[config.mk]
export PLATFORM = sky130hd
export DESIGN_NAME = lcg_additive_byte_scrambler
export DESIGN_NICKNAME = d
export VERILOG_FILES = /design/src/sv/lcgabs_pkg.sv /design/src/sv/lcgabs_dp.sv /design/src/sv/lcgabs_ctrl.sv /design/src/sv/lcg_additive_byte_scrambler.sv
export SDC_FILE = /design/constraint.sdc
export NUM_CORES = 1
export LEC_CHECK = 0
export BUFFER_PORTS_ARGS = -buffer_cell sky130_fd_sc_hd__buf_4
export CAP_MARGIN = 40
export CELL_PAD_IN_SITES_DETAIL_PLACEMENT = 1
export CELL_PAD_IN_SITES_GLOBAL_PLACEMENT = 2
export CORE_UTILIZATION = 42
export CTS_CLUSTER_SIZE = 12
export DETAILED_ROUTE_END_ITERATION = 12
export PLACE_DENSITY = 0.93
export SYNTH_ARGS = -nofsm -noshare
export SYNTH_HDL_FRONTEND = slang
export SYNTH_SLANG_ARGS = --single-unit
[constraint.sdc]
create_clock -name clk -period 8.73 [get_ports clk]
set_input_delay 1.746 -clock clk [delete_from_list [all_inputs] [get_ports clk]]
set_output_delay 1.746 -clock clk [all_outputs]
set_load 0.01 [all_outputs]
[src/sv/lcgabs_pkg.sv]
// Shared types and constants for the LCG additive byte scrambler.
// Used by the controller, the datapath and the top level.
`timescale 1ns / 1ps

package lcgabs_pkg;

	// Generator constants
	localparam logic [31:0] GEN_ADD = 32'd240995;
	localparam logic [31:0] GEN_MUL = 32'd4194301;
	localparam logic [31:0] GEN_MOD = 32'd2147483647;

	// Default bound on record position
	localparam int MAX_RECORD_LEN_DEF = 64;

	// Configuration port
	localparam int CFG_IDX_W  = 1;
	localparam int CFG_DATA_W = 32;
	localparam logic [CFG_IDX_W-1:0] REG_SEED        = 1'd0;
	localparam logic [CFG_IDX_W-1:0] REG_SIGN_EXTEND = 1'd1;

	// Controller to datapath commands
	typedef struct packed {
		logic load;  // take the input transaction, set up the record position
		logic mul;   // multiply stage of one generator advance
		logic add;   // add, fold and accumulate stage of one advance
		logic emit;  // move the accumulated word into the output register
	} lcgabs_cmd_t;

	// Datapath to controller status
	typedef struct packed {
		logic last;  // the advance in flight is the final one for this byte
	} lcgabs_sts_t;

endpackage

[src/sv/lcgabs_dp.sv]
// Datapath of the LCG additive byte scrambler: registers, generator
// step (multiply, then add and fold mod 2^31-1) and accumulator. Uses lcgabs_pkg.
`timescale 1ns / 1ps

module lcgabs_dp
	import lcgabs_pkg::*;
#(
	parameter int MAX_RECORD_LEN = MAX_RECORD_LEN_DEF
) (
	input  logic                  clk,
	input  logic                  arst_n,
	input  logic                  cfg_we,
	input  logic [CFG_IDX_W-1:0]  cfg_index,
	input  logic [CFG_DATA_W-1:0] cfg_wdata,
	input  logic [7:0]            plain_byte,
	input  logic                  start_req,
	input  lcgabs_cmd_t           cmd,
	output lcgabs_sts_t           sts,
	output logic [31:0]           coded_word
);

	localparam int POS_W = (MAX_RECORD_LEN > 1) ? $clog2(MAX_RECORD_LEN) : 1;
	localparam logic [POS_W-1:0] POS_MAX = POS_W'(MAX_RECORD_LEN - 1);

	logic [31:0]      seed_q;
	logic             sext_q;
	logic [31:0]      gen_q;
	logic [POS_W-1:0] pos_q;
	logic [POS_W-1:0] cnt_q;
	logic [31:0]      prod_q;
	logic [31:0]      acc_q;
	logic [31:0]      out_q;

	logic [POS_W-1:0] pos_use;
	logic [31:0]      byte_ext;
	logic [31:0]      t_sum;
	logic [31:0]      fold;
	logic [31:0]      r_new;

	// Configuration registers
	always_ff @(posedge clk or negedge arst_n) begin
		if (!arst_n) begin
			seed_q <= '0;
			sext_q <= 1'b0;
		end else if (cfg_we) begin
			unique case (cfg_index)
				REG_SEED:        seed_q <= cfg_wdata;
				REG_SIGN_EXTEND: sext_q <= cfg_wdata[0];
				default: ;
			endcase
		end
	end

	// Position used by this byte and byte extension
	assign pos_use  = start_req ? '0 : pos_q;
	assign byte_ext = (sext_q && plain_byte[7]) ? {24'hFFFFFF, plain_byte}
	                                            : {24'h000000, plain_byte};

	// t = add + product mod 2^32, then t mod (2^31-1) by folding bit 31
	assign t_sum = prod_q + GEN_ADD;
	assign fold  = {1'b0, t_sum[30:0]} + {31'd0, t_sum[31]};
	assign r_new = (fold >= GEN_MOD) ? (fold - GEN_MOD) : fold;

	// Generator state and position
	always_ff @(posedge clk or negedge arst_n) begin
		if (!arst_n) begin
			gen_q <= '0;
			pos_q <= '0;
		end else if (cmd.load) begin
			if (start_req)
				gen_q <= seed_q;
			pos_q <= (pos_use == POS_MAX) ? pos_use : pos_use + 1'b1;
		end else if (cmd.add) begin
			gen_q <= r_new;
		end
	end

	// Step counter, product, accumulator and output word
	always_ff @(posedge clk) begin
		if (cmd.load) begin
			cnt_q <= pos_use;
			acc_q <= byte_ext;
		end
		if (cmd.mul)
			prod_q <= 32'(gen_q * GEN_MUL);
		if (cmd.add) begin
			acc_q <= acc_q + r_new;
			cnt_q <= cnt_q - 1'b1;
		end
		if (cmd.emit)
			out_q <= acc_q;
	end

	assign sts.last   = (cnt_q == '0);
	assign coded_word = out_q;

	// Folded generator value always lies below the modulus
	a_gen_below_mod: assert property (@(posedge clk) disable iff (!arst_n)
		cmd.add |=> (gen_q < GEN_MOD))
		else $error("generator value not reduced");

	// Step count never exceeds the position bound
	a_cnt_bound: assert property (@(posedge clk) disable iff (!arst_n)
		cmd.mul |-> (cnt_q <= POS_MAX))
		else $error("step count out of range");

	// Position stays within the bound after every byte
	a_pos_bound: assert property (@(posedge clk) disable iff (!arst_n)
		cmd.load |=> (pos_q <= POS_MAX))
		else $error("position out of range");

endmodule

[src/sv/lcgabs_ctrl.sv]
// Controller of the LCG additive byte scrambler: sequences the generator
// advances for one byte and owns both handshakes. Uses lcgabs_pkg.
`timescale 1ns / 1ps

module lcgabs_ctrl
	import lcgabs_pkg::*;
(
	input  logic        clk,
	input  logic        arst_n,
	input  logic        s_tvalid,
	output logic        s_tready,
	output logic        m_tvalid,
	input  logic        m_tready,
	input  lcgabs_sts_t sts,
	output lcgabs_cmd_t cmd
);

	typedef enum logic [1:0] {
		S_IDLE,
		S_MUL,
		S_ADD,
		S_HOLD
	} state_t;

	state_t state_q;
	logic   m_tvalid_q;
	logic   out_free;

	assign out_free = !m_tvalid_q || m_tready;

	// Commands decoded from state
	always_comb begin
		cmd      = '0;
		cmd.load = (state_q == S_IDLE) && s_tvalid;
		cmd.mul  = (state_q == S_MUL);
		cmd.add  = (state_q == S_ADD);
		cmd.emit = (state_q == S_HOLD) && out_free;
	end

	assign s_tready = (state_q == S_IDLE);
	assign m_tvalid = m_tvalid_q;

	// State and output valid
	always_ff @(posedge clk or negedge arst_n) begin
		if (!arst_n) begin
			state_q    <= S_IDLE;
			m_tvalid_q <= 1'b0;
		end else begin
			unique case (state_q)
				S_IDLE: if (s_tvalid) state_q <= S_MUL;
				S_MUL:  state_q <= S_ADD;
				S_ADD:  state_q <= sts.last ? S_HOLD : S_MUL;
				S_HOLD: if (out_free) state_q <= S_IDLE;
				default: state_q <= S_IDLE;
			endcase
			// a new word sets valid, a taken word clears it
			if (cmd.emit)
				m_tvalid_q <= 1'b1;
			else if (m_tvalid_q && m_tready)
				m_tvalid_q <= 1'b0;
		end
	end

	// A new word never overwrites one still waiting
	a_emit_free: assert property (@(posedge clk) disable iff (!arst_n)
		cmd.emit |-> (!m_tvalid || m_tready))
		else $error("output overwritten");

	// At most one command at a time
	a_cmd_onehot: assert property (@(posedge clk) disable iff (!arst_n)
		$onehot0(cmd))
		else $error("overlapping commands");

	// After an accepted transaction the input side closes
	a_busy_after_load: assert property (@(posedge clk) disable iff (!arst_n)
		(s_tvalid && s_tready) |=> !s_tready)
		else $error("input accepted while busy");

endmodule

[src/sv/lcg_additive_byte_scrambler.sv]
// Top level of the LCG additive byte scrambler.
// Joins lcgabs_ctrl and lcgabs_dp; uses lcgabs_pkg.
`timescale 1ns / 1ps

// Each input byte becomes one 32-bit word: the byte (sign- or zero-extended)
// plus every generator value made for it, mod 2^32. A transaction with
// s_tuser set starts a record: the generator reloads from the seed register
// and the position goes to zero. The byte at position i reaches the output
// register after its generator advances, and the next byte can be accepted
// once its word is in the output register, because the generator
// advances serially through one shared multiplier and one add-and-fold stage
// per step; one byte is in work at a time. Position saturates at
// MAX_RECORD_LEN-1. The output register lets the next byte be accepted while
// a finished word waits. Configuration must be written only while the block
// is idle; the block itself does not enforce it.
module lcg_additive_byte_scrambler
	import lcgabs_pkg::*;
#(
	parameter int MAX_RECORD_LEN = MAX_RECORD_LEN_DEF
) (
	input  logic                  clk,
	input  logic                  arst_n,
	input  logic                  cfg_we,
	input  logic [CFG_IDX_W-1:0]  cfg_index,  // 0 seed, 1 sign_extend
	input  logic [CFG_DATA_W-1:0] cfg_wdata,
	input  logic                  s_tvalid,
	output logic                  s_tready,
	input  logic [7:0]            s_tdata,    // [7:0] plain_byte
	input  logic                  s_tuser,    // [0] start_req
	output logic                  m_tvalid,
	input  logic                  m_tready,
	output logic [31:0]           m_tdata     // [31:0] coded_word
);

	lcgabs_cmd_t cmd;
	lcgabs_sts_t sts;

	lcgabs_ctrl u_ctrl (
		.clk      (clk),
		.arst_n   (arst_n),
		.s_tvalid (s_tvalid),
		.s_tready (s_tready),
		.m_tvalid (m_tvalid),
		.m_tready (m_tready),
		.sts      (sts),
		.cmd      (cmd)
	);

	lcgabs_dp #(
		.MAX_RECORD_LEN (MAX_RECORD_LEN)
	) u_dp (
		.clk        (clk),
		.arst_n     (arst_n),
		.cfg_we     (cfg_we),
		.cfg_index  (cfg_index),
		.cfg_wdata  (cfg_wdata),
		.plain_byte (s_tdata),
		.start_req  (s_tuser),
		.cmd        (cmd),
		.sts        (sts),
		.coded_word (m_tdata)
	);

endmodule

== Word level (Yosys, flattened, before mapping) ==
Index checks and enable logic that the tools add are counted.
Widths: inputs -> output; s select.
Storage, ports and cells
  word-level logic and storage cells: 57
  output and inout port bits: 34
  bits in registers: 176
Operators by class
  magnitude comparators: 1
  equal/unequal tests: 7
  mux-type cells: 17
  multiply operators: 1
  add/subtract/negate cells: 6
  bitwise gates (word level): 1
  reduce and logical (&&, ||, !) cells: 14
Operators by type and width (count)
  $mux 32: 7
  $add 31x1->32: 1
  $add 32x18->32 const B: 1
  $add 32x32->32: 1
  $ge 32x31->1 const B: 1
  $mul 32x22->32 const B: 1
  $sub 32x31->32 const B: 1
  $mux 6: 4
  $pmux 2 s4: 1
  $reduce_and 2->1: 4
  $add 6x1->6 const B: 1
  $eq 6x6->1 const B: 1
  $logic_not 6->1: 1
  $mux 2: 3
  $sub 6x1->6 const B: 1
  $eq 2x2->1 const B: 2
  $logic_and 1x1->1: 4
  $ne 2x2->1 const B: 2
  $reduce_bool 2->1: 2
  $eq 2x1->1 const B: 1
  $logic_not 2->1: 1
  $mux 1: 2
  $ne 2x1->1 const B: 1
  $logic_not 1->1: 1
  2 further kinds: 2

== Longest topological paths before layout ==
Gate-level depths: netlist (run 1).
  depth in word-level cells: 6
  depth in mapped cells: 34
  depth with buffers taken out: 33

== By module ==
Synthesis (run 1) repeated with hierarchy kept, for this count alone.
Unflattened totals
  cell total of the unflattened synthesis: 1915
  area total of the unflattened synthesis: 19341.0 sq um
Modules (own cells, without submodules)
  lcgabs_dp: area an instance 19194.7 sq um, seq. area each 4839.6 sq um, cells each 1899, instances 1
  lcgabs_ctrl: area an instance 146.4 sq um, seq. area each 75.1 sq um, cells each 16, instances 1

== Least setup slack after synthesis (run 1) ==
No wires, ideal clock.
  kind: flip-flop to flip-flop
  start: reg u_dp.prod_q[10]
  end: reg u_dp.acc_q[29] (data pin)
  arrival time: 7.670 ns
  buffers on the path: 3
  stages on the path, launching flop included: 35
  slack: 0.789 ns
  period minus slack after synthesis: 7.941 ns
  required time: 8.459 ns
  path through: edfxtp_1 -> buf_2 -> a211oi_1 -> a211oi_1 -> a21oi_1 -> nor2_1 -> xor2_1 -> ha_1 -> ha_1 -> nor4bb_1 -> a31o_2 -> o21ai_1 -> or3_1 -> and2_1 -> a211o_1 -> or4_1 -> or4_1 -> nor4_2 -> nor3b_2 -> buf_2 -> buf_2 -> nor2_1 -> ha_1 -> and4_1 -> nand2_1 -> o211ai_1 -> nor4_1 -> o21ai_0 -> a221o_1 -> nand2_1 -> o311ai_0 -> o211ai_1 -> o31ai_1 -> xnor2_1 -> o21ai_0
On the way
  cells in the longest elaborated chain, start to end: 6
RTL lines
  start: declaration: line lcgabs_dp.sv:30  | logic [31:0] prod_q;
  start signal: assignment: line lcgabs_dp.sv:85  | prod_q <= 32'(gen_q * GEN_MUL);
  $add 32x18->32 *: line lcgabs_dp.sv:60  | assign t_sum = prod_q + GEN_ADD;
  $add 31x1->32 *: line lcgabs_dp.sv:61  | assign fold = {1'b0, t_sum[30:0]} + {31'd0, t_sum[31]};
  $sub 32x31->32 / $ge 32x31->1 (equally long branches): line lcgabs_dp.sv:62  | assign r_new = (fold >= GEN_MOD) ? (fold - GEN_MOD) : fold;
  $mux 32 *: line lcgabs_dp.sv:62
  $add 32x32->32 *: line lcgabs_dp.sv:87  | acc_q <= acc_q + r_new;
  $mux 32 *: line lcgabs_dp.sv:86  | if (cmd.add) begin
  end signal: assignment: line lcgabs_dp.sv:82  | acc_q <= byte_ext;
  end signal: assignment: line lcgabs_dp.sv:87
  end: declaration: line lcgabs_dp.sv:31  | logic [31:0] acc_q;
Mark *: on every way between the ends. The rest lies on a longest branch, timed or not.
A chain may end at the register's enable or synchronous reset.

== Worst setup path after layout (run 1) ==
  start: reg u_dp.prod_q[26]
  end: reg u_dp.acc_q[27] (data pin)
The elaborated chain is that of the path after synthesis.

==> results of run 1 <==
[flip-flops by register name, indices dropped and copies added, names as in the netlist]
signal / flops
u_dp.acc_q: 32
u_dp.coded_word: 32
u_dp.gen_q: 32
u_dp.prod_q: 32
u_dp.seed_q: 32
u_dp.cnt_q: 6
u_dp.pos_q: 6
u_ctrl.state_q: 2
u_ctrl.m_tvalid: 1
u_dp.sext_q: 1
[worst max-delay path, delay by kind of cell (launching register included)]
| family | cells | cell delay [ns] |
|---|---|---|
| XOR/XNOR | 2 | 0.37 |
| AND/OR/NAND/NOR | 11 | 3.28 |
| multiplexers | 1 | 0.37 |
| adder cells (fa/ha/maj) | 3 | 0.74 |
| flip-flops | 1 | 0.45 |
| AO/OA/AOI/OAI | 14 | 2.87 |
[kinds of logic after synthesis]
family | Yosys count
buf+inv | 407
fa+ha+maj | 380
simple gates | 405
compound gates | 347
mux | 38
flops | 176
xor+xnor | 135
[synthesized netlist by cell type, drive strengths merged (31+ instances only)]
cell	instances
a21oi	88
dfrtp	74
edfxtp	102
fa	242
ha	138
inv	357
mux2	35
nand2	89
nand3	46
nor2	96
nor3	34
o21ai	89
or3	31
xnor2	82
xor2	53
[metrics by stage]
stage / instance area (sq um) / setup TNS (ns) / util
2_1_floorplan: 19000 / 0 / -
3_3_place_gp: 20400 / 0 / 0.459
3_5_place_dp: 20500 / -0.0476 / 0.461
4_1_cts: 21100 / 0 / 0.474
5_1_grt: 21300 / -0.0983 / 0.479
6_report: 21300 / 0 / 0.479
[metal layers]
metal  GRT usage  vias up
met3      0.0483       96
li1            -     6516
met2       0.451      435
met1       0.361     7583
met4      0.0950        0
met5           0        -
[path summary, 6_finish.rpt]
path                                 start                   to  slack [ns]  cells past startpoint
max in group asynchronous           arst_n       u_dp.gen_q[12]        6.93                      2
hold / removal              u_dp.acc_q[14]  u_dp.coded_word[14]        0.47                      0
setup / recovery           u_dp.prod_q[26]       u_dp.acc_q[27]        0.37                     31
hold reg to reg             u_dp.acc_q[14]  u_dp.coded_word[14]        0.47                      0
setup reg to reg           u_dp.prod_q[26]       u_dp.acc_q[27]        0.37                     31
min in group asynchronous           arst_n          u_dp.sext_q        1.20                      1
[area by class of cell]
| cell class | instances | area share |
|---|---|---|
| repair buffers | 131 | 0.0486 |
| inverters | 357 | 0.0630 |
| clock inverters | 12 | 0.00606 |
| clock buffers | 20 | 0.0210 |
| well taps | 592 | 0.0348 |
| flip-flops and latches | 176 | 0.231 |
| multi-input cells | 1305 | 0.595 |
[repair_timing]
| item | CTS | global route |
|---|---|---|
| gates cloned | 0 | 0 |
| buffers inserted | 0 | 17 |
| pin swaps | 0 | 8 |
| endpoints found under the setup margin | 6 | 13 |
| resized for setup | 5 | 13 |
==> flow_metrics.env, run 1 <==
export IMPL_outcome="finished, final reports clean"
export IMPL_ys_flop_type="edfxtp_1"
export IMPL_clkTransAtPathRegs_ns=0.07
export IMPL_postSynth_asyncResetShare=0.420
export IMPL_nets=2415
export IMPL_synth_top_family_by_area="adder cells"
export IMPL_syn_avg_cell_area_sq_um=10.1
export IMPL_via_count=14600
export IMPL_synth_top_cell_by_area="fa_1"
export IMPL_drv_slew=0
export IMPL_holdBufCountCts=0
export IMPL_crit_top_cell="o211ai_1"
export IMPL_grt_pass1_vias=16300
export IMPL_synth_mux_area_frac=0.0223
export IMPL_clockBufferDepth=2
export IMPL_max_freq_mhz=120
export IMPL_synth_adder_area_share=0.346
export IMPL_drive_gt1_frac=0.120
export IMPL_multiInputGateArea_sq_mm=0.0127
export IMPL_yosys_warnings=0
export IMPL_core_area_sq_mm=0.0444
export IMPL_crit_required_ns=8.91
export IMPL_drc_errors=0
export IMPL_ys_seq_area_frac=0.258
export IMPL_final_hold_violation_count=0
export IMPL_wirelength_um=60600
export IMPL_syn_nets=2315
export IMPL_cts_max_level=4
export IMPL_track_usage=0.273
export IMPL_grt_pass1_wl_um=95500
export IMPL_synth_edf_count=102
export IMPL_synthToLayoutAreaGrowth_pct=11.8
export IMPL_fin_hold_ws_ns=0.470
export IMPL_cts_sinks=176
export IMPL_clock_skew_ns=0.0141
export IMPL_die_w_um=215
export IMPL_routed_top_layer="met4"
export IMPL_ys_types=87
export IMPL_dp_cells=2544
export IMPL_ys_ff_latch=176
export IMPL_most_common_layout_cells="inv_1, fa_1, ha_1"
export IMPL_via_per_inst=5.64
export IMPL_crit_type="flop to flop"
export IMPL_place_gp_congestion=0.918
export IMPL_first_iter_violations=1089
export IMPL_ctsRootBufferMaster="clkbuf_16"
export IMPL_grt_max_degree=56
export IMPL_start_util=0.428
export IMPL_synth_area_leaders="fa_1, edfxtp_1, dfrtp_1, ha_1, inv_1"
export IMPL_layout_commonest_cell="inv_1"
export IMPL_cts_made_buffers=17
export IMPL_overflow=0
export IMPL_crit_path_top_delay_cell="or4_4"
export IMPL_fin_ws_ns=0.366
export IMPL_drtAntennaViolNets=0
export IMPL_antenna_found_initial=0
export IMPL_rows=77
export IMPL_fillers=4906
export IMPL_finalSetupViolations=0
export IMPL_antenna_cells=0
export IMPL_clkLatencyLatePin_ns=0.47
export IMPL_fin_crit_ns=8.36
export IMPL_cap_violations=0
export IMPL_synth_compound_area_frac=0.119
export IMPL_cp_arrival_ns=8.55
export IMPL_met2_length_um=29100
export IMPL_synth_xor_area_share=0.0622
export IMPL_relSlewSlack=0.349
export IMPL_synth_top_area_frac=0.255
export IMPL_dp_hpwl_um=49900
export IMPL_max_stage_delay_ns=0.54
export IMPL_tightestPinTransition_ns=0.952
export IMPL_wl_met3_um=3400
export IMPL_stdcell_count=2593
export IMPL_cts_tree="built"
export IMPL_start_kind="flop"
export IMPL_wl_met1_um=26200
export IMPL_synthSimpleGateAreaFrac=0.111
export IMPL_syn_area_sq_mm=0.0190
export IMPL_die_height_um=215
export IMPL_wl_per_cell_um=23.4
export IMPL_min_path_type="flop to flop"
export IMPL_dp_slack_ns=-0.0382
export IMPL_synthesis_instances=1888
export IMPL_timing_final_crit_share=0.958
export IMPL_die_area_sq_mm=0.0461
export IMPL_first_pass_iters=5
export IMPL_ff_latch_area_sq_mm=0.00491
export IMPL_numPortBuffers=80
export IMPL_end_kind="flop"
export IMPL_crit_path_max_fanout=5
export IMPL_num_io_pins=81
Power of run 1 is left out: the tool's default activity adds up to more than one toggle a clock period on the data nets, which glitch-free logic cannot reach.
==> run 2, diff against run 1 <==
- SYNTH_HIERARCHICAL: default -> 1
==> flow_metrics.env, run 2 <==
export IMPL_cts_sinks=176
export IMPL_antenna_cells=0
export IMPL_ys_seq_area_frac=0.254
export IMPL_die_height_um=217
export IMPL_die_w_um=217
export IMPL_final_hold_violation_count=0
export IMPL_reg2reg_from="u_dp/prod_q[11]"
export IMPL_cts_made_buffers=17
export IMPL_antenna_found_initial=0
export IMPL_postSynth_asyncResetShare=0.420
export IMPL_place_gp_congestion=0.933
export IMPL_crit_reg2reg_capture="u_dp/acc_q[31]"
export IMPL_drtAntennaViolNets=0
export IMPL_reg2reg_slack_ns=0.67
export IMPL_layout_commonest_cell="inv_1"
export IMPL_clockBufferDepth=2
export IMPL_crit_end="u_dp/acc_q[31]"
export IMPL_cap_violations=0
export IMPL_end_kind="flop"
export IMPL_rsz0062_at_grt="false"
export IMPL_syn_nets=2343
export IMPL_grt_max_degree=54
export IMPL_outcome="finished, final reports clean"
export IMPL_most_common_layout_cells="inv_1, fa_1, ha_1"
export IMPL_die_area_sq_mm=0.0469
export IMPL_fin_crit_ns=8.06
export IMPL_wl_per_cell_um=22.6
export IMPL_clkTransAtPathRegs_ns=0.07
export IMPL_clock_skew_ns=0.0119
export IMPL_holdBufCountCts=0
export IMPL_ys_types=90
export IMPL_numPortBuffers=80
export IMPL_syn_avg_cell_area_sq_um=10.1
export IMPL_overflow=0
export IMPL_synthToLayoutAreaGrowth_pct=10.9
export IMPL_synth_top_area_frac=0.250
export IMPL_crit_top_cell="buf_4"
export IMPL_r2r_worst_path_cells=36
export IMPL_grt_pass1_vias=16200
export IMPL_ys_flop_type="edfxtp_1"
export IMPL_crit_type="flop to flop"
export IMPL_clkLatencyLatePin_ns=0.45
export IMPL_cp_arrival_ns=8.26
export IMPL_synth_common_cells="inv_1, fa_1, ha_1"
export IMPL_grt_pass1_wl_um=93500
export IMPL_critical_path_startpoint="u_dp/prod_q[11]"
export IMPL_start_util=0.426
export IMPL_syn_area_sq_mm=0.0193
export IMPL_start_kind="flop"
export IMPL_core_area_sq_mm=0.0454
export IMPL_dp_hpwl_um=48700
export IMPL_min_path_type="flop to flop"
export IMPL_synth_edf_count=102
export IMPL_cts_max_level=4
export IMPL_via_count=14700
export IMPL_rows=78
export IMPL_drv_slew=0
export IMPL_tightestPinTransition_ns=0.973
export IMPL_finalSetupViolations=0
export IMPL_via_per_inst=5.61
export IMPL_synth_top_cell_by_area="fa_1"
export IMPL_num_io_pins=81
export IMPL_fillers=5099
export IMPL_first_pass_iters=7
export IMPL_crit_required_ns=8.93
export IMPL_ctsRootBufferMaster="clkbuf_16"
export IMPL_timing_final_crit_share=0.923
export IMPL_ys_ff_latch=176
export IMPL_drc_errors=0
export IMPL_max_freq_mhz=124
export IMPL_crit_path_top_delay_cell="edfxtp_1"
export IMPL_drive_gt1_frac=0.123
export IMPL_relSlewSlack=0.351
export IMPL_cts_tree="built"
export IMPL_first_iter_violations=986
export IMPL_synth_area_leaders="fa_1, edfxtp_1, dfrtp_1, ha_1, inv_1"
export IMPL_synthesis_instances=1915
export IMPL_setup_tns_ns=0
export IMPL_max_stage_delay_ns=0.46
export IMPL_nets=2430
export IMPL_crit_path_max_fanout=6
export IMPL_yosys_warnings=6
export IMPL_yosysMostFrequentCell="inv_1"
export IMPL_fin_hold_ws_ns=0.471
export IMPL_track_usage=0.261
export IMPL_wirelength_um=59100
[run 2: cell count changes after synthesis, sizes merged, moves of 9 or more]
cell	previous run	this run
nand3	46	25
xor2	53	32
o21ai	89	70
mux2i	3	20
and3	11	27
a21o	25	40
or3	31	16
xnor2	82	97
clkbuf	27	41
nor3	34	20
nor2	96	107
nand4	8	17
[run 2: logic make-up after synthesis]
logic type | after synthesis | synth area share
compound gates | 355 | 0.124
buf+inv | 425 | 0.0848
flops | 176 | 0.254
fa+ha+maj | 381 | 0.340
simple gates | 390 | 0.104
xor+xnor | 129 | 0.0588
mux | 59 | 0.0331
[run 2: critical path, delay by kind of cell (launching register included)]
family | cells | cell delay, ns
AO/OA/AOI/OAI | 13 | 2.92
XOR/XNOR | 3 | 0.64
flip-flops | 1 | 0.46
adder cells (fa/ha/maj) | 3 | 0.76
buffers and inverters | 5 | 0.78
AND/OR/NAND/NOR | 12 | 2.24
[run 2: area by class of cell]
cell class | count | area [sq um] | share of cell area
Clock inverter | 15 | 143 | 0.00665
Clock buffer | 17 | 425 | 0.0198
Sequential cell | 176 | 4910 | 0.229
Timing Repair Buffer | 125 | 976 | 0.0455
Tap cell | 600 | 751 | 0.0350
Inverter | 368 | 1380 | 0.0644
Multi-Input combinational cell | 1314 | 12900 | 0.600
[run 2: timing repair]
| action | CTS | global route |
|---|---|---|
| endpoints found under the setup margin | 0 | 20 |
| setup buffers | 0 | 7 |
| gates resized for setup | 0 | 16 |
[run 2: per-layer routing]
layer	vias to the layer above	global-route usage	wire (um)
met3	87	0.0321	2810
met2	404	0.443	29300
met1	7602	0.348	25300
met4	0	0.0810	1780
met5	-	0	0
li1	6566	-	-
[run 2: stage by stage]
step / setup slack [ns] / cell area (sq um) / cells / utilization
CTS: 0.00259 / 21300 / 2608 / 0.470
finish: 0.670 / 21500 / 2615 / 0.473
floorplan: 1.46 / 19300 / 1915 / -
global placement: 0.465 / 20700 / 2571 / 0.456
detailed placement: 0.0817 / 20800 / 2576 / 0.458
global route: 0.0194 / 21500 / 2615 / 0.473
[run 2: worst min-delay path by stage]
stage | start | slack, ns | cells past startpoint | to
2_1_floorplan | u_dp/acc_q[0] | 0.43 | 0 | u_dp/coded_word[0]
3_3_place_gp | u_dp/acc_q[3] | 0.45 | 0 | u_dp/coded_word[3]
3_5_place_dp | u_dp/acc_q[3] | 0.45 | 0 | u_dp/coded_word[3]
4_1_cts | u_dp/acc_q[3] | 0.47 | 0 | u_dp/coded_word[3]
5_1_grt | u_dp/acc_q[23] | 0.49 | 0 | u_dp/coded_word[23]
6_report | u_dp/acc_q[23] | 0.47 | 0 | u_dp/coded_word[23]
Power of run 2 is left out for the same reason.
==> run 3, diff against run 2 <==
- CORE_UTILIZATION: 42 -> 40
- PLACE_DENSITY: 0.93 -> 0.9
==> flow_metrics.env, run 3 (synthesized netlist as in run 2, its figures left out) <==
export IMPL_rows=80
export IMPL_numPortBuffers=80
export IMPL_grt_pass1_vias=16100
export IMPL_die_area_sq_mm=0.0492
export IMPL_place_gp_congestion=0.942
export IMPL_clockBufferDepth=2
export IMPL_drc_errors=0
export IMPL_clkLatencyLatePin_ns=0.45
export IMPL_first_iter_violations=961
export IMPL_via_count=14600
export IMPL_grt_max_degree=52
export IMPL_post_route_util=0.450
export IMPL_synthToLayoutAreaGrowth_pct=11.0
export IMPL_outcome="finished, final reports clean"
export IMPL_first_pass_iters=5
export IMPL_drtAntennaViolNets=0
export IMPL_crit_path_max_fanout=7
export IMPL_fillers=5308
export IMPL_cts_tree="built"
export IMPL_final_hold_violation_count=0
export IMPL_cts_made_buffers=17
export IMPL_reg2reg_from="u_dp/prod_q[1]"
export IMPL_crit_type="flop to flop"
export IMPL_max_stage_delay_ns=0.50
export IMPL_via_per_inst=5.56
export IMPL_dp_slack_ns=0.290
export IMPL_min_path_type="flop to flop"
export IMPL_ctsRootBufferMaster="clkbuf_16"
export IMPL_die_height_um=222
export IMPL_fin_ws_ns=0.527
export IMPL_multiInputGateArea_sq_mm=0.0128
export IMPL_antenna_cells=0
export IMPL_antenna_found_initial=1
export IMPL_timing_final_crit_share=0.940
export IMPL_end_kind="flop"
export IMPL_min_from="u_dp/acc_q[24]"
export IMPL_cp_arrival_ns=8.40
export IMPL_wl_per_cell_um=22.6
export IMPL_grt_pass1_wl_um=94100
export IMPL_start_util=0.405
export IMPL_crit_reg2reg_capture="u_dp/acc_q[28]"
export IMPL_relSlewSlack=0.415
export IMPL_whs_path_depth=0
export IMPL_tightestPinTransition_ns=0.878
export IMPL_drive_gt1_frac=0.120
export IMPL_most_common_layout_cells="inv_1, fa_1, ha_1"
export IMPL_cts_max_level=4
export IMPL_crit_path_top_delay_cell="edfxtp_1"
export IMPL_core_area_sq_mm=0.0477
export IMPL_num_io_pins=81
export IMPL_wirelength_um=59600
export IMPL_track_usage=0.250
export IMPL_clkTransAtPathRegs_ns=0.08
export IMPL_max_freq_mhz=122
export IMPL_fin_crit_ns=8.20
export IMPL_setup_tns_ns=0
export IMPL_cts_sinks=176
export IMPL_crit_top_cell="o21ai_0"
export IMPL_finalSetupViolations=0
export IMPL_cap_violations=0
export IMPL_r2r_worst_path_cells=36
export IMPL_layout_commonest_cell="inv_1"
export IMPL_clock_skew_ns=0.0151
export IMPL_overflow=0
export IMPL_nets=2432
export IMPL_start_kind="flop"
export IMPL_drv_slew=0
export IMPL_die_w_um=222
export IMPL_ff_latch_area_sq_mm=0.00491
export IMPL_dp_hpwl_um=49100
export IMPL_min_to="u_dp/coded_word[24]"
export IMPL_reg2reg_slack_ns=0.53
export IMPL_crit_required_ns=8.93
export IMPL_holdBufCountCts=0
## run 3: cell count changes in the layout (fill, tap and decap cells not counted), moves of 2 or more
cell      delta
a211oi_2     -2
clkinv_4     +2
a211oi_1     +2
inv_8        -2
buf_4        +3
inv_4        -2
## run 3: worst max path at each step
stage | from | to | slack [ns] | depth (start not counted)
floorplan | u_dp/prod_q[1] | u_dp/acc_q[16] | 1.46 | 37
global placement | u_dp/prod_q[11] | u_dp/acc_q[16] | 0.54 | 36
detailed placement | u_dp/prod_q[11] | u_dp/acc_q[16] | 0.29 | 36
CTS | u_dp/prod_q[11] | u_dp/acc_q[28] | 0.14 | 35
global route | u_dp/prod_q[1] | u_dp/acc_q[31] | -0.02 | 36
finish | u_dp/prod_q[1] | u_dp/acc_q[28] | 0.53 | 36
## run 3: metrics by stage
step,area [sq um],hold slack (ns),instances
after global routing,21500,0.489,2632
after CTS,21400,0.476,2622
after floorplan,19300,0.433,1915
after global placement,20700,0.461,2586
final,21500,0.474,2632
after detailed placement,20800,0.457,2590
## run 3: worst max-delay path, delay by kind of cell (launching register included)
kind	cells	cell delay, ns
AND/OR/NAND/NOR	10	2.00
AO/OA/AOI/OAI	16	3.35
adder cells (fa/ha/maj)	4	1.12
multiplexers	1	0.14
XOR/XNOR	3	0.59
buffers and inverters	2	0.24
flip-flops	1	0.50
## run 3: routing by layer
layer | track usage | wire (um)
met3 | 0.0285 | 2190
met1 | 0.331 | 25900
met5 | 0 | 33
met4 | 0.0918 | 2050
met2 | 0.424 | 29400
## run 3: final cells by class
type	count	share of cell area
inverter	368	0.0643
sequential	176	0.229
multi-input combinational	1314	0.597
timing repair buffer	127	0.0463
tap	615	0.0358
clock inverter	12	0.00524
clock buffer	20	0.0220
## run 3: timing repair
action | in CTS | in global routing
resized for setup | 0 | 8
endpoints found under the setup margin | 0 | 16
buffers inserted | 0 | 9
Power of run 3 is left out for the same reason.
